$ cat config.mk
export PLATFORM = sky130hd
export DESIGN_NAME = rle_decode_column_rearrange_top
export DESIGN_NICKNAME = d
export VERILOG_FILES = /design/src/hw/rtl/rldc_pkg.sv /design/src/hw/rtl/rle_decode_column_rearrange_top.sv /design/src/hw/rtl/rldc_addr_unit.sv /design/src/hw/rtl/rldc_seq.sv
export SDC_FILE = /design/constraint.sdc
export NUM_CORES = 1
export LEC_CHECK = 0
export BUFFER_PORTS_ARGS = -buffer_cell sky130_fd_sc_hd__buf_2
export CAP_MARGIN = 10
export CORE_ASPECT_RATIO = 0.6
export CORE_UTILIZATION = 50
export DETAILED_ROUTE_END_ITERATION = 10
export MAX_ROUTING_LAYER = met4
export PLACE_DENSITY = 0.79
export SLEW_MARGIN = 25
export SYNTH_ARGS = -nofsm -noshare
export SYNTH_HDL_FRONTEND = slang
export SYNTH_SLANG_ARGS = --single-unit
$ cat constraint.sdc
create_clock -name aclk -period 11.6 [get_ports aclk]
set_input_delay 1.16 -clock aclk [delete_from_list [all_inputs] [get_ports aclk]]
set_output_delay 1.16 -clock aclk [all_outputs]
set_load 0.1 [all_outputs]
$ cat src/hw/rtl/rldc_pkg.sv
// shared types and constants for the run-length decoder with glyph-cell remapping
`timescale 1ns / 1ps

package rldc_pkg;

    localparam int CELL_WIDTH   = 8;
    localparam int CELL_BITS    = 3;
    localparam int MAX_SEGMENTS = 17;
    localparam int OUT_ADDR_W   = 12;
    localparam int HEIGHT_W     = 4;
    localparam int OFFSET_W     = 3;
    localparam int LEN_W        = 4;
    localparam int SEG_CNT_W    = 5;
    localparam int RUN_CNT_W    = 7;

    localparam logic [HEIGHT_W-1:0] HEIGHT_MIN = 4'd1;
    localparam logic [HEIGHT_W-1:0] HEIGHT_MAX = 4'd8;

    // configuration register indexes
    localparam logic CFG_GLYPH_HEIGHT = 1'b0;
    localparam logic CFG_START_OFFSET = 1'b1;

    // input op codes
    localparam logic OP_BEGIN = 1'b0;
    localparam logic OP_BYTE  = 1'b1;

    typedef struct packed {
        logic [OUT_ADDR_W-1:0] write_address;
        logic [7:0]            pixel_value;
        logic [LEN_W-1:0]      run_length;
        logic                  last;
        logic                  finished;
    } rldc_result_t;

endpackage

$ cat src/hw/rtl/rle_decode_column_rearrange_top.sv
// top level: configuration registers, output register and the decode sequencer
`timescale 1ns / 1ps

// Run-length decoder that writes a ROW_PIXELS wide strip as 8-pixel-wide glyph cells.
// Input items on s_*: tuser is the op (0 starts a new decode at start_offset,
// 1 carries a stream byte in tdata). Result items on m_*: a write segment of
// up to 8 contiguous addresses with one value, tlast on the final result of
// an input item, tuser set when the decode has ended (end code or full strip).
// Control bytes, literal bytes and begin items are handled without leaving the idle
// state; a literal result is in the output register in the cycle after acceptance.
// A repeat value byte walks the run through the shared address mapper one
// pixel per cycle, holding at a segment boundary while the receiver stalls.
// s_tready stays low meanwhile.
// The output register frees up in the cycle it is taken, so a new item is
// accepted while m_tready is high even with a result pending.
// Reset (aresetn low, synchronous) clears the decode state and sets glyph_height to 8
// and start_offset to 1. The user writes registers through cfg_wr_en/cfg_index/cfg_wdata
// only while no item is in progress; the block itself does not enforce this.

module rle_decode_column_rearrange_top
    import rldc_pkg::*;
#(
    parameter int ROW_PIXELS = 320
) (
    input  logic        aclk,
    input  logic        aresetn,
    input  logic        cfg_wr_en,
    input  logic        cfg_index,
    input  logic [3:0]  cfg_wdata,
    input  logic        s_tvalid,
    output logic        s_tready,
    input  logic [7:0]  s_tdata,   // stream_byte
    input  logic [0:0]  s_tuser,   // op
    output logic        m_tvalid,
    input  logic        m_tready,
    output logic [23:0] m_tdata,   // write_address[11:0], pixel_value[19:12], run_length[23:20]
    output logic        m_tlast,
    output logic [0:0]  m_tuser    // finished
);

    logic [HEIGHT_W-1:0] glyph_height_reg, glyph_height_next;
    logic [OFFSET_W-1:0] start_offset_reg, start_offset_next;
    logic                m_valid_reg, m_valid_next;
    rldc_result_t        m_res_reg, m_res_next;

    logic [HEIGHT_W-1:0] height_eff;
    logic                out_free;
    logic                res_valid;
    rldc_result_t        res;

    always_comb begin
        glyph_height_next = glyph_height_reg;
        start_offset_next = start_offset_reg;
        if (cfg_wr_en) begin
            unique case (cfg_index)
                CFG_GLYPH_HEIGHT: glyph_height_next = cfg_wdata;
                CFG_START_OFFSET: start_offset_next = cfg_wdata[OFFSET_W-1:0];
                default:          glyph_height_next = glyph_height_reg;
            endcase
        end
    end

    always_comb begin
        priority if (glyph_height_reg < HEIGHT_MIN) begin
            height_eff = HEIGHT_MIN;
        end else if (glyph_height_reg > HEIGHT_MAX) begin
            height_eff = HEIGHT_MAX;
        end else begin
            height_eff = glyph_height_reg;
        end
    end

    assign out_free = !m_valid_reg || m_tready;

    rldc_seq #(
        .ROW_PIXELS (ROW_PIXELS)
    ) u_seq (
        .aclk         (aclk),
        .aresetn      (aresetn),
        .s_valid      (s_tvalid),
        .s_op         (s_tuser[0]),
        .s_byte       (s_tdata),
        .s_ready      (s_tready),
        .out_free     (out_free),
        .height       (height_eff),
        .start_offset (start_offset_reg),
        .res_valid    (res_valid),
        .res          (res)
    );

    always_comb begin
        m_res_next   = m_res_reg;
        m_valid_next = m_valid_reg;
        if (res_valid) begin
            m_res_next   = res;
            m_valid_next = 1'b1;
        end else if (m_tready) begin
            m_valid_next = 1'b0;
        end
    end

    always_ff @(posedge aclk) begin
        if (!aresetn) begin
            glyph_height_reg <= HEIGHT_MAX;
            start_offset_reg <= OFFSET_W'(1);
            m_valid_reg      <= 1'b0;
        end else begin
            glyph_height_reg <= glyph_height_next;
            start_offset_reg <= start_offset_next;
            m_valid_reg      <= m_valid_next;
        end
    end

    always_ff @(posedge aclk) begin
        m_res_reg <= m_res_next;
    end

    assign m_tvalid = m_valid_reg;
    assign m_tdata  = {m_res_reg.run_length, m_res_reg.pixel_value, m_res_reg.write_address};
    assign m_tlast  = m_res_reg.last;
    assign m_tuser  = m_res_reg.finished;

endmodule

$ cat src/hw/rtl/rldc_addr_unit.sv
// shared address mapper: strip position to glyph-cell address and contiguity compare
`timescale 1ns / 1ps

module rldc_addr_unit
    import rldc_pkg::*;
#(
    parameter int ROW_PIXELS = 320
) (
    input  logic [$clog2(ROW_PIXELS)-1:0]       col,
    input  logic [HEIGHT_W-1:0]                 row,
    input  logic [HEIGHT_W-1:0]                 height,
    input  logic [$clog2(ROW_PIXELS*8+128)-1:0] seg_addr,
    input  logic [LEN_W-1:0]                    seg_len,
    output logic [$clog2(ROW_PIXELS*8+128)-1:0] addr,
    output logic                                match
);

    localparam int COL_W  = $clog2(ROW_PIXELS);
    localparam int ADDR_W = $clog2(ROW_PIXELS*8+128);
    // how far each row start sits past a cell boundary in the flat position
    localparam logic [CELL_BITS-1:0] ROW_SKEW = CELL_BITS'(ROW_PIXELS % CELL_WIDTH);

    logic [COL_W-1:0]          cell_idx;
    logic [COL_W+HEIGHT_W-1:0] cell_prod;
    logic [CELL_BITS-1:0]      pix_lo;

    always_comb begin
        cell_idx  = col >> CELL_BITS;
        cell_prod = (COL_W+HEIGHT_W)'(cell_idx) * (COL_W+HEIGHT_W)'(height);
        // low bits of the flat position, not of the column
        pix_lo    = col[CELL_BITS-1:0] + CELL_BITS'(row[CELL_BITS-1:0] * ROW_SKEW);
        addr      = ADDR_W'(pix_lo)
                  + (ADDR_W'(row) << CELL_BITS)
                  + (ADDR_W'(cell_prod) << CELL_BITS);
        match     = (addr == seg_addr + ADDR_W'(seg_len));
    end

endmodule

$ cat src/hw/rtl/rldc_seq.sv
// decode sequencer: control byte phases, repeat-run segmenting and position tracking
`timescale 1ns / 1ps

module rldc_seq
    import rldc_pkg::*;
#(
    parameter int ROW_PIXELS = 320
) (
    input  logic                  aclk,
    input  logic                  aresetn,
    input  logic                  s_valid,
    input  logic                  s_op,
    input  logic [7:0]            s_byte,
    output logic                  s_ready,
    input  logic                  out_free,
    input  logic [HEIGHT_W-1:0]   height,
    input  logic [OFFSET_W-1:0]   start_offset,
    output logic                  res_valid,
    output rldc_result_t          res
);

    localparam int COL_W  = $clog2(ROW_PIXELS);
    localparam int ADDR_W = $clog2(ROW_PIXELS*8+128);
    localparam logic [COL_W-1:0] LAST_COL = COL_W'(ROW_PIXELS - 1);

    typedef enum logic [1:0] {
        ST_IDLE = 2'b01,
        ST_RUN  = 2'b10
    } state_t;

    typedef enum logic [1:0] {
        PH_CONTROL = 2'd0,
        PH_REPEAT  = 2'd1,
        PH_LITERAL = 2'd2
    } phase_t;

    state_t                 state_reg, state_next;
    phase_t                 phase_reg, phase_next;
    logic [RUN_CNT_W-1:0]   remaining_reg, remaining_next;
    logic                   done_reg, done_next;
    logic [HEIGHT_W-1:0]    row_reg, row_next;
    logic [COL_W-1:0]       col_reg, col_next;
    logic [RUN_CNT_W-1:0]   cnt_reg, cnt_next;
    logic [7:0]             val_reg, val_next;
    logic [ADDR_W-1:0]      seg_addr_reg, seg_addr_next;
    logic [LEN_W-1:0]       seg_len_reg, seg_len_next;
    logic [SEG_CNT_W-1:0]   nseg_reg, nseg_next;

    logic [ADDR_W-1:0]      addr_cur;
    logic                   addr_match;
    logic                   col_last;
    logic [COL_W-1:0]       adv_col;
    logic [HEIGHT_W-1:0]    adv_row;
    logic                   in_strip;
    logic                   can_step;
    logic                   more;
    logic                   accept;
    logic [RUN_CNT_W-1:0]   rem_dec;

    rldc_addr_unit #(
        .ROW_PIXELS (ROW_PIXELS)
    ) u_addr (
        .col      (col_reg),
        .row      (row_reg),
        .height   (height),
        .seg_addr (seg_addr_reg),
        .seg_len  (seg_len_reg),
        .addr     (addr_cur),
        .match    (addr_match)
    );

    always_comb begin
        col_last = (col_reg == LAST_COL);
        adv_col  = col_last ? '0 : col_reg + 1'b1;
        adv_row  = col_last ? row_reg + 1'b1 : row_reg;
        in_strip = (row_reg < height);
        can_step = (cnt_reg != '0) && in_strip;
        more     = can_step && (nseg_reg < SEG_CNT_W'(MAX_SEGMENTS - 1));
        s_ready  = (state_reg == ST_IDLE) && out_free;
        accept   = s_valid && s_ready;
        rem_dec  = (remaining_reg != '0) ? remaining_reg - 1'b1 : remaining_reg;
    end

    always_comb begin
        state_next     = state_reg;
        phase_next     = phase_reg;
        remaining_next = remaining_reg;
        done_next      = done_reg;
        row_next       = row_reg;
        col_next       = col_reg;
        cnt_next       = cnt_reg;
        val_next       = val_reg;
        seg_addr_next  = seg_addr_reg;
        seg_len_next   = seg_len_reg;
        nseg_next      = nseg_reg;
        res_valid      = 1'b0;
        res            = '0;

        unique case (state_reg)
            ST_IDLE: begin
                if (accept) begin
                    if (s_op == OP_BEGIN) begin
                        col_next       = COL_W'(start_offset);
                        row_next       = '0;
                        phase_next     = PH_CONTROL;
                        remaining_next = '0;
                        done_next      = 1'b0;
                    end else if (done_reg) begin
                        // bytes after the end are dropped
                    end else if (!in_strip) begin
                        // height shrunk under the current position
                        done_next    = 1'b1;
                        res_valid    = 1'b1;
                        res.last     = 1'b1;
                        res.finished = 1'b1;
                    end else begin
                        unique case (phase_reg)
                            PH_REPEAT: begin
                                phase_next     = PH_CONTROL;
                                remaining_next = '0;
                                cnt_next       = remaining_reg;
                                val_next       = s_byte;
                                seg_len_next   = '0;
                                nseg_next      = '0;
                                state_next     = ST_RUN;
                            end
                            PH_LITERAL: begin
                                res_valid         = 1'b1;
                                res.write_address = OUT_ADDR_W'(addr_cur);
                                res.pixel_value   = s_byte;
                                res.run_length    = LEN_W'(1);
                                res.last          = 1'b1;
                                res.finished      = (adv_row >= height);
                                col_next          = adv_col;
                                row_next          = adv_row;
                                remaining_next    = rem_dec;
                                if (rem_dec == '0) begin
                                    phase_next = PH_CONTROL;
                                end
                                if (adv_row >= height) begin
                                    done_next = 1'b1;
                                end
                            end
                            default: begin
                                if (s_byte == 8'd0) begin
                                    done_next      = 1'b1;
                                    phase_next     = PH_CONTROL;
                                    remaining_next = '0;
                                    res_valid      = 1'b1;
                                    res.last       = 1'b1;
                                    res.finished   = 1'b1;
                                end else if (s_byte[7]) begin
                                    phase_next     = PH_REPEAT;
                                    remaining_next = s_byte[6:0];
                                end else begin
                                    phase_next     = PH_LITERAL;
                                    remaining_next = s_byte[6:0];
                                end
                            end
                        endcase
                    end
                end
            end
            ST_RUN: begin
                if (seg_len_reg == '0) begin
                    // first pixel of the run, or a repeat of zero
                    if (can_step) begin
                        seg_addr_next = addr_cur;
                        seg_len_next  = LEN_W'(1);
                        col_next      = adv_col;
                        row_next      = adv_row;
                        cnt_next      = cnt_reg - 1'b1;
                    end else begin
                        state_next = ST_IDLE;
                    end
                end else if (can_step && (seg_len_reg < LEN_W'(CELL_WIDTH)) && addr_match) begin
                    seg_len_next = seg_len_reg + 1'b1;
                    col_next     = adv_col;
                    row_next     = adv_row;
                    cnt_next     = cnt_reg - 1'b1;
                end else if (out_free) begin
                    // close the segment, and if the run goes on, open the next one in the same cycle
                    res_valid         = 1'b1;
                    res.write_address = OUT_ADDR_W'(seg_addr_reg);
                    res.pixel_value   = val_reg;
                    res.run_length    = seg_len_reg;
                    res.last          = !more;
                    res.finished      = !more && !in_strip;
                    if (more) begin
                        seg_addr_next = addr_cur;
                        seg_len_next  = LEN_W'(1);
                        col_next      = adv_col;
                        row_next      = adv_row;
                        cnt_next      = cnt_reg - 1'b1;
                        nseg_next     = nseg_reg + 1'b1;
                    end else begin
                        state_next = ST_IDLE;
                        if (!in_strip) begin
                            done_next = 1'b1;
                        end
                    end
                end
            end
            default: begin
                state_next = ST_IDLE;
            end
        endcase
    end

    always_ff @(posedge aclk) begin
        if (!aresetn) begin
            state_reg     <= ST_IDLE;
            phase_reg     <= PH_CONTROL;
            remaining_reg <= '0;
            done_reg      <= 1'b0;
            row_reg       <= '0;
            col_reg       <= '0;
        end else begin
            state_reg     <= state_next;
            phase_reg     <= phase_next;
            remaining_reg <= remaining_next;
            done_reg      <= done_next;
            row_reg       <= row_next;
            col_reg       <= col_next;
        end
    end

    always_ff @(posedge aclk) begin
        cnt_reg      <= cnt_next;
        val_reg      <= val_next;
        seg_addr_reg <= seg_addr_next;
        seg_len_reg  <= seg_len_next;
        nseg_reg     <= nseg_next;
    end

endmodule

# --- Word-level counts from Yosys, hierarchy flattened ---
# Index checks and enable logic that the tools add are counted.
word_totals:
  ff_bits: 95
  latchBits: 0
  ramBits: 0
  mem_bits_ro: 0
  in_bits: 19
  output_inout_bits: 28
  memories: 0
op_classes:
  add_sub_neg: 9
  n_mul: 1
  div_mod_pow: 0
  n_lt_le_gt_ge: 6
  n_eq_ne: 32
  shift: 0
  n_mux: 123
  n_bitwise: 2
  reduce_logical: 31
ops:
  columns: ["op", "count"]
  rows:
  - ["26-bit two-way mux", 6]
  - ["7-bit two-way mux", 15]
  - ["9-bit two-way mux", 11]
  - ["4-bit two-way mux", 23]
  - ["12-bit two-way mux", 5]
  - ["26-bit one-hot mux with 2 select lines", 1]
  - ["24-bit two-way mux", 2]
  - ["5-bit two-way mux", 9]
  - ["2-bit two-way mux", 18]
  - ["7-bit one-hot mux with 2 select lines", 2]
  - ["1-bit two-way mux", 20]
  - ["9-bit one-hot mux with 2 select lines", 1]
  - ["9-bit AND reduction", 2]
  - ["2-bit != test (second input constant)", 8]
  - ["4-bit one-hot mux with 2 select lines", 2]
  - ["2-bit by 1-bit != test with 1-bit output (second input constant)", 7]
  - ["7-bit nonzero test", 2]
  - ["7-bit by 1-bit subtractor with 7-bit output (second input constant)", 2]
  - ["12-bit by 4-bit adder with 12-bit output", 1]
  - ["8-bit by 12-bit adder with 12-bit output", 1]
  - ["12-bit == test", 1]
  - ["3-bit by 2-bit != test with 1-bit output (second input constant)", 4]
  - ["3-bit != test (second input constant)", 4]
  - ["2-bit one-hot mux with 2 select lines", 3]
  - ["other kinds (33)", 54]

# --- Logic depth before layout (Yosys ltp) ---
# Gate-level depths: netlist (run 1).
depth:
  ltp_word: 12
  mapped_depth: 21

# --- By module ---
# Synthesis (run 1) repeated with hierarchy kept, for this count alone.
hier_totals:
  cells_unflattened: 638
  area_unflattened_um2: 6359.8
by_module_without_submodules:
  columns: ["mod", "n_inst", "cells_per_inst", "area_each_um2", "seq_area_each_um2"]
  rows:
  - ["rldc_seq", 1, 407, 3887.5, 1581.5]
  - ["rldc_addr_unit", 1, 167, 1341.3, 0.0]
  - ["rle_decode_column_rearrange_top", 1, 64, 1131.1, 940.9]

# --- Least setup slack after synthesis (run 1) ---
# Ideal clock, no wire load.
synth_timing:
  path_kind: "register to register"
  startpoint: "reg glyph_height_reg[3]"
  endpoint: "reg u_seq.cnt_reg[0] (enable)"
  setup_ns: 0.441
  arrival_time_ns: 6.152
  required_time_ns: 11.159
  setup_slack_ns: 5.006
  stages_incl_launch_ff: 20
  path_buffers: 1
  synth_period_minus_slack_ns: 6.594
  path_cell_list: "dfxtp_1 -> clkbuf_1 -> nor2b_1 -> nand2_1 -> fa_1 -> inv_1 -> fa_1 -> inv_1 -> fa_1 -> inv_1 -> ha_1 -> o21ai_0 -> nor2_1 -> o21ai_1 -> nor4b_2 -> xnor3_1 -> nand4bb_1 -> nor2_1 -> nor3_1 -> a2111oi_0"
synth_between:
  elab_chain_cells: 9
  word_cells_on_any_way: 17
  cone_classes: "add/sub: 1; mul: 1; order compare: 3; eq/ne: 5; mux: 2; reduce/logical: 5"
synth_lines:
  columns: ["item", "line", "text"]
  rows:
  - ["from (decl)", "rle_decode_column_rearrange_top.sv:41", "logic [HEIGHT_W-1:0] glyph_height_reg, glyph_height_next;"]
  - ["from (signal assigned)", "rle_decode_column_rearrange_top.sv:108", "glyph_height_reg <= glyph_height_next;"]
  - ["4-bit > comparator", "rle_decode_column_rearrange_top.sv:66", "end else if (glyph_height_reg > HEIGHT_MAX) begin"]
  - ["4-bit two-way mux", "rle_decode_column_rearrange_top.sv:66", null]
  - ["4-bit two-way mux (*)", "rle_decode_column_rearrange_top.sv:64", "priority if (glyph_height_reg < HEIGHT_MIN) begin"]
  - ["6-bit by 4-bit multiplier with 9-bit output or 4-bit < comparator (tied branches)", "rldc_addr_unit.sv:29, rldc_seq.sv:76", null]
  - ["8-bit by 12-bit adder with 12-bit output or 1-bit logical AND (tied branches)", "rldc_addr_unit.sv:34, rldc_seq.sv:77", null]
  - ["12-bit == test or 1-bit logical AND (tied branches)", "rldc_addr_unit.sv:35, rldc_seq.sv:176", null]
  - ["1-bit logical AND", "rldc_seq.sv:176", "end else if (can_step && (seg_len_reg < LEN_W'(CELL_WIDTH)) && addr_match) begin"]
  - ["4-bit by 1-bit != test with 1-bit output (no line)", null, null]
  - ["9-bit AND reduction (no line) (*)", null, null]
  - ["to (signal assigned)", "rldc_seq.sv:229", "cnt_reg <= cnt_next;"]
  - ["to (decl)", "rldc_seq.sv:43", "logic [RUN_CNT_W-1:0] cnt_reg, cnt_next;"]
# Mark *: on every way between the ends. The rest lies on a longest branch, timed or not.
# A chain may end at the register's enable or synchronous reset.

# --- Final worst setup path (run 1) ---
# Ends and elaborated chain as after synthesis.

==> implementation parameters, run 1 <==
Parameter                              Value

Outcome
  Outcome    completed

Clock network
  CTS buffer count    9
  CTS root buffer    clkbuf_16
  Count of instances resized after the clock tree is built    0
  CTS H-tree lvls    3
  CTS clk-pin slew, worst paths    0.07 ns
  Worst skew pair latency    0.35 ns
  Worst-case clock buffer depth    2
  # clock sinks    95
  Setup fix buffers added after clock tree synthesis    0
  TritonCTS clock tree    yes
  CTS Hold Bufs    0

Timing
  Final critical-path required period    5.953 ns
  Setup ws final    5.647 ns
  Min Hold Slack    between 0.4 and 0.5 ns
  Setup Total Neg Slack    0 ns
  Skew final    ~0.012 ns
  Final setup vio count    0
  Worst slew pin tran    0.8336 ns
  RSZ-0062 raised after global routing    no
  Total count of max-transition violations in the final report    0
  Number of endpoints with negative hold slack in the final report    0
  FMAX    168.0 MHz
  Max-slew headroom at the worst pin    0.4443
  Fin crit share    0.5132

Worst setup path
  Master of the slowest instance on the critical path    a2111oi_4
  Type of element capturing the critical path    flip-flop
  Register-to-Register Setup Slack    5.65 ns
  Max stage delay on crit path    0.80 ns
  Critical path type    flip-flop to flip-flop
  Cell count of the worst reg-to-reg path    18
  Worst-path maximum fanout    12
  Type of origin of the critical path    flip-flop
  Critical path, cell by cell    nor2b_1 -> nand2_1 -> fa_1 -> inv_1 -> fa_1 -> inv_1 -> fa_1 -> inv_1 -> ha_1 -> o21ai_0 -> nor2_1 -> o21ai_1 -> nor4b_2 -> xnor3_1 -> nand4bb_1 -> nor2_1 -> nor3_1 -> a2111oi_4
  Data arrival time of the worst path    5.93 ns
  Required @ worst endpoint    11.57 ns

Synth
  Mapped Avg Cell Area    9.855 um^2
  Number of synthesized flops with an enable pin    just over 60
  Share of flip-flops with an asynchronous set or reset after synthesis    0
  Post-Syn Instances    630
  Synth Cell Area    roughly 6200 um^2
  Synth warn    0
  Dominant register cell in the synthesized netlist    edfxtp_1
  Synthesized netlist net count    roughly 700
  Post-synthesis register bit count    95
  Register area share after synthesis    0.4063
  Count of unique library cells instantiated by Yosys    72

Cells and area
  Diode count    0
  Layout area overhead    11.27%
  Share of final-layout standard cells stronger than drive strength 1    0.1259
  Leading cell type in the layout, fill and taps excluded    edfxtp_1
  Highest-count cells in the layout ignoring fill and taps    edfxtp_1 (62), nand2_1 (53), buf_2 (46)
  Number of nets in the finished design    739
  Number of flip-flops under the largest register name    24

Global routing
  Total global routing track utilization    0.2426
  Pin count of the biggest net entering global routing    43
  Vias in the first global route    4557
  Initial antenna violation count    0
  First-pass GRT wire length    23430 um
  Remaining global-route overflow    0

Die
  Chip Width    145.9 um
  Initial standard-cell utilization of the core    0.5147
  Vertical die dimension    88.32 um
  I/O Pins    47
  Core Rows    31
  Floorplan Core Area    12060 um^2
  Area of the die    12880 um^2

Placed design
  IO buf count    46
  GPL Wtd Cong    0.9367
  Pre-CTS WS    5.696 ns
  Half-perimeter wire length after placement    approximately 11000 um

Route
  Count of TritonRoute iterations in the first routing pass    5
  DRC Markers    0
  Number of nets still failing antenna checks after routing    0
  Drt via density    5.908
  DRC violation total after the first TritonRoute iteration    around 540
  Vias post-DR    4963
  Average routed wire per standard cell    between 15 and 20 um
  Final WL    ~15000 um

Pwr
  Leakage power    2.830 nW
  Clk pwr share    0.236
  Seq pwr share    0.398
  Worst-case vdd ir drop    0.07997 mV
  Total internal power    725.3 uW
  Power spent charging and discharging nets    494.7 uW
  Total power divided by cell area    176.6 nW/um^2
  Combinational Power Share    0.367
  Switching share of power    0.4055

Min path
  Hold Path Stages    2
  Worst min-delay path class    flip-flop to flip-flop

Job
  Maximum capacitance violations    0
cell families (layout without fill, tap and decap cells):
family,Yosys count,after routing,synth area share
AND/OR/NAND/NOR,230,230,0.1977
AO/OA/AOI/OAI,135,135,0.1518
flip-flops,95,95,0.4063
buffers and inverters,63,108,0.03950
adder cells (fa/ha/maj),50,50,0.1129
XOR/XNOR,48,48,0.07698
multiplexers,9,9,0.01491
per-stage QoR:
| step | utilization | area, um^2 | instances | total power, mW |
|---|---|---|---|---|
| final | 0.5727 | 6908 | 840 | 1.220 |
| after global routing | 0.5727 | 6908 | 840 | 1.280 |
| after CTS | 0.5727 | 6908 | 840 | 1.212 |
| after detailed placement | 0.5488 | 6620 | 824 | 0.9229 |
| after global placement | 0.5478 | 6608 | 824 | 0.9034 |
| after floorplan | - | 6208 | 630 | 0.8216 |
final cells by class:
class,count,area [um^2]
clock inverters,7,62.56
flip-flops and latches,95,2522
multi-input cells,472,3470
well taps,165,206.4
fillers,1038,5155
inverters,41,153.9
clock buffers,9,225.2
repair buffers,51,267.8
worst max-delay path: cells and delay by family, from the launching register on:
family | cells | cell delay, ns
AO/OA/AOI/OAI | 3 | 1.05
XOR/XNOR | 1 | 0.32
adder cells (fa/ha/maj) | 4 | 1.92
buffers and inverters | 3 | 0.18
flip-flops | 1 | 0.40
AND/OR/NAND/NOR | 7 | 1.74
worst paths after layout:
| check | startpoint | end |
|---|---|---|
| min reg2reg | start_offset_reg[1] | start_offset_reg[1] |
| max | glyph_height_reg[3] | u_seq.cnt_reg[0] |
| min | start_offset_reg[1] | start_offset_reg[1] |
| max reg2reg | glyph_height_reg[3] | u_seq.cnt_reg[0] |
Yosys cell counts, drive strengths merged (4+ instances only):
cell type	instances	area share
xnor2	29	0.041
mux2i	7	0.011
fa	10	0.032
ha	40	0.081
a21o	6	0.0073
o21ai	24	0.019
nand3b	5	0.0060
o211ai	8	0.0097
inv	41	0.025
o21a	4	0.0048
nor4b	4	0.0067
nand2b	10	0.011
and3	10	0.011
xor2	15	0.021
or4	4	0.0048
nor3	13	0.010
nor4	5	0.0050
nor2b	13	0.013
a21boi	6	0.0073
dfxtp	33	0.11
a22o	20	0.028
o22ai	5	0.0050
clkbuf	19	0.011
nand3	20	0.016
a21oi	26	0.021
edfxtp	62	0.30
nor2	45	0.027
and2	25	0.025
nand4	7	0.0081
nand2	53	0.032
a211oi	6	0.0073
routing by layer:
| layer | vias to the layer above | track usage | routed length [um] | part of all wire |
|---|---|---|---|---|
| met5 | - | - | 0 | 0 |
| met4 | 0 | 0.06794 | 153 | 0.010 |
| met3 | 18 | 0.05773 | 1189 | 0.081 |
| met2 | 223 | 0.3480 | 6186 | 0.42 |
| met1 | 2371 | 0.3400 | 7189 | 0.49 |
| li1 | 2351 | - | - | - |
power by group through the flow:
| stage | registers (mW) | logic, mW | clock network, mW |
|---|---|---|---|
| 2_1_floorplan | 0.531 | 0.291 | 0 |
| 3_3_place_gp | 0.484 | 0.420 | 0 |
| 3_5_place_dp | 0.489 | 0.434 | 0 |
| 4_1_cts | 0.482 | 0.439 | 0.291 |
| 5_1_grt | 0.491 | 0.483 | 0.306 |
| 6_report | 0.485 | 0.447 | 0.287 |
No activity file was read; power rests on OpenSTA's default activity.
==> run 2, diff against run 1 <==
Settings changed: PLACE_DENSITY 0.79 to 0.82.
Clock period 11.6 ns to 5.2 ns, I/O delays scaled along.
==> run 2 against run 1 <==
Effect of this change:
- non-clock buffer count grew 16
- power up 130%
- final area increased by 3.6%
- clock power up 120%
- die area is the same
- critical path depth is the same
- utilization increased by 2.1 points
- sequential share of layout area fell by 1.2 points
- worst setup slack lost 5.4 ns
- register-to-register slack worse by 5.4 ns
- sequential cell count unchanged
- critical path type unchanged
- largest power group is now combinational cells
- highest routed layer unchanged
==> implementation parameters, run 2 (synthesis results as in run 1) <==
Parameter                              Value

Route
  Number of nets still failing antenna checks after routing    0 (unchanged)
  Count of TritonRoute iterations in the first routing pass    5 (unchanged)
  DRC violation total after the first TritonRoute iteration    438 (-18%)
  Final WL    15360 um (+4.4%)
  DRC Markers    0 (unchanged)
  Average routed wire per standard cell    17.91 um (+2.2%)
  Drt via density    6.029 (+2.0%)
  Vias post-DR    5173 (+4.2%)

Die
  Core Rows    31 (unchanged)
  Vertical die dimension    88.32 um (unchanged)
  Chip Width    145.9 um (unchanged)
  Floorplan Core Area    12060 um^2 (unchanged)
  Initial standard-cell utilization of the core    0.5147 (unchanged)
  Area of the die    12880 um^2 (unchanged)
  I/O Pins    47 (unchanged)

Worst setup path
  Critical path, cell by cell    nor2b_2 -> buf_4 -> and2_1 -> fa_1 -> inv_1 -> fa_1 -> inv_1 -> ha_1 -> nor2b_1 -> o311ai_0 -> a21oi_1 -> xnor2_1 -> xor3_2 -> nand2b_4 -> o21a_1 -> buf_4 -> a221o_1 -> and3_1
  Type of element capturing the critical path    flip-flop
  Number of buffers and inverters on the critical path    4 (+1)
  Type of origin of the critical path    flip-flop
  Data arrival time of the worst path    5.21 ns (-0.72 ns)
  Cell family with most CP delay    adder cells
  Max stage delay on crit path    0.61 ns (-0.19 ns)
  Required @ worst endpoint    5.44 ns (-6.13 ns)
  Worst-path maximum fanout    10 (-2)
  Critical path type    flip-flop to flip-flop
  Master of the slowest instance on the critical path    xor3_2

Placed design
  Half-perimeter wire length after placement    11780 um (+5.1%)
  Count of placed standard cells including taps    836 (+1.5%)
  GPL Wtd Cong    0.9088 (-3.0%)
  IO buf count    46 (unchanged)
  Placed cell area    6759 um^2 (+2.1%)
  Pre-CTS WS    0.0008775 ns (-5.696 ns)

Timing
  Setup ws final    0.2315 ns (-5.415 ns)
  RSZ-0062 raised after global routing    yes
  Total count of max-transition violations in the final report    0 (unchanged)
  Final setup vio count    0 (unchanged)
  Number of endpoints with negative hold slack in the final report    0 (unchanged)
  Worst slew pin tran    0.7837 ns (-0.04993 ns)
  FMAX    201.3 MHz (+20%)
  Skew final    0.009618 ns (-0.002173 ns)
  Max-slew headroom at the worst pin    0.4756 (+0.03136)
  Min Hold Slack    0.4026 ns (-0.06897 ns)
  Final critical-path required period    4.968 ns (-0.9850 ns)
  Fin crit share    0.9555 (+0.4422)

Clock network
  CTS H-tree lvls    3 (unchanged)
  Worst skew pair latency    0.36 ns (about the same)
  Worst-case clock buffer depth    2 (unchanged)
  CTS Hold Bufs    0 (unchanged)
  CTS buffer count    9 (unchanged)
  CTS clk-pin slew, worst paths    0.07 ns (about the same)
  TritonCTS clock tree    yes
  # clock sinks    95 (unchanged)
  CTS root buffer    clkbuf_16

Global routing
  Vias in the first global route    4787 (+5.0%)
  Fraction of met2 tracks used by global routing    0.3684 (+0.02044)
  First-pass GRT wire length    24470 um (+4.4%)
  Pin count of the biggest net entering global routing    43 (unchanged)
  Global-route met1 utilization    0.3572 (+0.01728)
  Peak-usage layer in the global routing report    met2
  Total global routing track utilization    0.2544 (+0.01177)
  Remaining global-route overflow    0 (unchanged)
  Initial antenna violation count    1 (+1)
  M3 GR Usage    0.05619 (-0.001546)

Pwr
  Leakage power    2.937 nW (+3.8%)
  Overall power    2.808 mW (+130%)
  Total power divided by cell area    392.3 nW/um^2 (+120%)
  Worst-case vdd ir drop    0.2175 mV (+170%)

Cells and area
  Layout area overhead    15.30%
  Leading cell type in the layout, fill and taps excluded    edfxtp_1
  Share of final-layout standard cells stronger than drive strength 1    0.1664 (+0.04050)
  Post-route design area    7158 um^2 (+3.6%)
  Highest-count cells in the layout ignoring fill and taps    edfxtp_1 (62), nand2_1 (53), buf_2 (46)
  Number of nets in the finished design    755 (+2.2%)
  Cell Count, Final, Fillers Out    858 (+2.1%)
  Number of flip-flops under the largest register name    24 (unchanged)

Outcome
  Outcome    completed

Min path
  Worst min-delay path class    input pin to flip-flop

Job
  Maximum capacitance violations    0 (unchanged)
run 2: area by class of cell:
cell class                 instances  area (um^2)
antenna                            2        5.005
tap                              165        206.4
clock buffer                       9        225.2
clock inverter                     7        66.31
multi-input combinational        472         3556
fill                             990         4905
sequential                        95         2525
timing repair buffer              67        420.4
inverter                          41        153.9
run 2: final timing paths:
kind,start,end,slack (ns),cells past startpoint
worst max-delay path,glyph_height_reg[2],u_seq.col_reg[0],0.23,18
worst min-delay path,s_tdata[4],u_seq.val_reg[4],0.40,1
worst max register to register,glyph_height_reg[2],u_seq.col_reg[0],0.23,18
worst min register to register,start_offset_reg[1],start_offset_reg[1],0.47,2
run 2: what timing repair did:
action / 4_1_cts / 5_1_grt
setup buffers: 1 / 2
gates resized for setup: 1 / 16
pin swaps: 1 / 7
setup endpoints to repair: 56 / 96
gates cloned: 0 / 1
run 2: per-layer routing:
layer	up-vias	wire length, um
li1	2396	-
met1	2455	7106
met2	292	6396
met3	30	1611
met4	0	249
met5	-	0
run 2: metrics by stage:
step | util | setup TNS (ns)
2_1_floorplan | - | 0
3_3_place_gp | 0.5603 | 0
3_5_place_dp | 0.5603 | 0
4_1_cts | 0.5853 | 0
5_1_grt | 0.5932 | -1.655
6_report | 0.5934 | 0
run 2: power by group:
group	switching (mW)	leakage [nW]	internal [mW]	total (mW)
sequential	0.114	0.847	0.952	1.07
combinational	0.720	1.95	0.377	1.10
clock	0.310	0.141	0.335	0.645
total	1.14	2.94	1.66	2.81
==> run 3, diff against run 2 <==
Settings changed: PLACE_DENSITY 0.82 to 0.79.
Clock period 5.2 ns to 4.9 ns, I/O delays scaled along.
==> run 3 against run 2 <==
Effect of this change:
- sequential share of layout area is 0.98 points lower
- power is 7.5% higher
- global-route usage is 1.9 points lower
- critical path type unchanged
- sequential cell count stayed put
- largest cell class unchanged
- die area stayed put
- via count is 2.5% lower
- sequential power is 6% higher
- cell count is 1.5% higher
- first-iteration DRC count is 5.9% lower
- combinational power is 7% higher
==> implementation parameters, run 3 (synthesis results as in run 1) <==
Parameter                              Value

Outcome
  Outcome    completed

Worst setup path
  Master of the slowest instance on the critical path    fa_1
  Worst path most repeated cell    buf_4
  Type of element capturing the critical path    flip-flop
  Type of origin of the critical path    flip-flop
  Critical path type    flip-flop to flip-flop
  Required @ worst endpoint    4.97 ns (-0.47 ns)
  Max stage delay on crit path    0.52 ns (-0.09 ns)
  Data arrival time of the worst path    4.82 ns (-0.39 ns)
  Worst-path maximum fanout    7 (-3)
  Critical path, cell by cell    nor2b_4 -> buf_4 -> and2_1 -> fa_1 -> inv_1 -> fa_1 -> inv_1 -> ha_4 -> or2_4 -> and3_4 -> o311ai_4 -> buf_4 -> xnor3_2 -> nand4bb_4 -> o211ai_1 -> buf_4 -> a21oi_4 -> clkbuf_16

Clock network
  CTS H-tree lvls    3 (unchanged)
  CTS clk-pin slew, worst paths    0.07 ns (about the same)
  CTS root buffer    clkbuf_16
  TritonCTS clock tree    yes
  # clock sinks    95 (unchanged)
  CTS Hold Bufs    0 (unchanged)
  Worst-case clock buffer depth    2 (unchanged)
  Worst skew pair latency    0.35 ns (about the same)
  CTS buffer count    9 (unchanged)

Route
  Drt via density    5.793 (-3.9%)
  Average routed wire per standard cell    17.03 um (-4.9%)
  Count of TritonRoute iterations in the first routing pass    5 (unchanged)
  Vias post-DR    5046 (-2.5%)
  DRC violation total after the first TritonRoute iteration    412 (-5.9%)
  Number of nets still failing antenna checks after routing    0 (unchanged)
  DRC Markers    0 (unchanged)
  Final WL    14830 um (-3.4%)

Cells and area
  Number of flip-flops under the largest register name    24 (unchanged)
  Leading cell type in the layout, fill and taps excluded    edfxtp_1
  Number of nets in the finished design    770 (+2.0%)
  Fillers    979 (-1.1%)
  Highest-count cells in the layout ignoring fill and taps    edfxtp_1 (62), nand2_1 (52), buf_2 (46)
  Post-route design area    7371 um^2 (+3.0%)
  Layout area overhead    18.72%
  Final Core Density    0.6110 (+0.01763)
  Share of final-layout standard cells stronger than drive strength 1    0.1969 (+0.03046)
  Diode count    0 (-2)

Global routing
  Total global routing track utilization    0.2356 (-0.01873)
  Vias in the first global route    4421 (-7.6%)
  Peak-usage layer in the global routing report    met2
  Global-route met1 utilization    0.3312 (-0.02608)
  Remaining global-route overflow    0 (unchanged)
  First-pass GRT wire length    22740 um (-7.1%)
  Pin count of the biggest net entering global routing    43 (unchanged)
  Fraction of met2 tracks used by global routing    0.3323 (-0.03610)
  Initial antenna violation count    0 (-1)
  M3 GR Usage    0.06856 (+0.01237)

Timing
  Total count of max-transition violations in the final report    0 (unchanged)
  FMAX    210.5 MHz (+4.6%)
  Number of endpoints with negative hold slack in the final report    0 (unchanged)
  Max-slew headroom at the worst pin    0.4957 (+0.02011)
  Fin crit share    0.9696 (+0.01417)
  Worst slew pin tran    0.7564 ns (-0.02728 ns)
  Min Hold Slack    0.3671 ns (-0.03558 ns)
  Final critical-path required period    4.751 ns (-0.2172 ns)
  Setup ws final    0.1487 ns (-0.08280 ns)
  Skew final    0.009397 ns (-0.0002211 ns)
  Final setup vio count    0 (unchanged)

Die
  Chip Width    145.9 um (unchanged)
  Floorplan Core Area    12060 um^2 (unchanged)
  Vertical die dimension    88.32 um (unchanged)
  Initial standard-cell utilization of the core    0.5147 (unchanged)
  I/O Pins    47 (unchanged)
  Area of the die    12880 um^2 (unchanged)
  Core Rows    31 (unchanged)

Pwr
  Overall power    3.020 mW (+7.5%)
  Total power divided by cell area    409.7 nW/um^2 (+4.4%)
  Worst-case vdd ir drop    0.2412 mV (+11%)
  Leakage power    3.023 nW (+2.9%)

Job
  Maximum capacitance violations    0 (unchanged)

Min path
  Worst min-delay path class    input pin to flip-flop

Placed design
  IO buf count    46 (unchanged)
  Half-perimeter wire length after placement    11040 um (-6.3%)
  Pre-CTS WS    -0.06386 ns (-0.06474 ns)
  Placed cell area    6815 um^2 (+0.83%)
  GPL Wtd Cong    0.9036 (-0.57%)
-- run 3: cell types whose count changed in the layout (fill, tap and decap cells not counted), moves of 3 or more --
cell,delta
buf_4,+13
ha_1,-3
ha_4,+3
nor2_2,-3
-- run 3: layer usage --
metal	routed length, um	vias up
met5	0	-
met4	120	0
met3	1441	13
met2	6154	241
met1	7118	2367
li1	-	2425
-- run 3: path summary, 6_finish.rpt --
check / start / endpoint / slack [ns] / cells after the start
max: glyph_height_reg[3] / m_tdata[18] / 0.15 / 18
min: s_tdata[6] / u_seq.val_reg[6] / 0.37 / 1
max reg2reg: glyph_height_reg[3] / m_tdata[18] / 0.15 / 18
min reg2reg: start_offset_reg[2] / start_offset_reg[2] / 0.48 / 2
-- run 3: repair_timing --
action                                  in CTS  in global routing
hold endpoints to repair                     0                  0
pin swaps                                    1                  8
gates cloned                                 0                  3
endpoints found under the setup margin      71                 91
setup buffers                                0                 14
resized for setup                            4                 18
-- run 3: critical path: cells and delay by family, from the launching register on --
| family | cells | cell delay [ns] |
|---|---|---|
| AO/OA/AOI/OAI | 3 | 0.68 |
| adder cells (fa/ha/maj) | 3 | 1.27 |
| buffers and inverters | 6 | 0.82 |
| AND/OR/NAND/NOR | 5 | 0.85 |
| flip-flops | 1 | 0.40 |
| XOR/XNOR | 1 | 0.44 |
-- run 3: per-stage QoR --
stage          cells  setup TNS (ns)
5_1_grt          871         -0.1219
6_report         871               0
3_5_place_dp     838          -1.322
3_3_place_gp     838               0
2_1_floorplan    630               0
4_1_cts          854               0
-- run 3: cell type report --
type | instances | area [um^2] | share of cell area
Tap cell | 165 | 206.4 | 0.02801
Sequential cell | 95 | 2527 | 0.3429
Clock inverter | 7 | 73.82 | 0.01002
Multi-Input combinational cell | 472 | 3621 | 0.4913
Clock buffer | 9 | 225.2 | 0.03056
Inverter | 41 | 153.9 | 0.02088
Timing Repair Buffer | 82 | 563.0 | 0.07639
-- run 3: report_power, final --
group          internal (mW)  switching (mW)  leakage [nW]  total, mW
clock network          0.360           0.346         0.140      0.707
logic                  0.430           0.753          2.04       1.18
registers               1.01           0.120         0.847       1.13
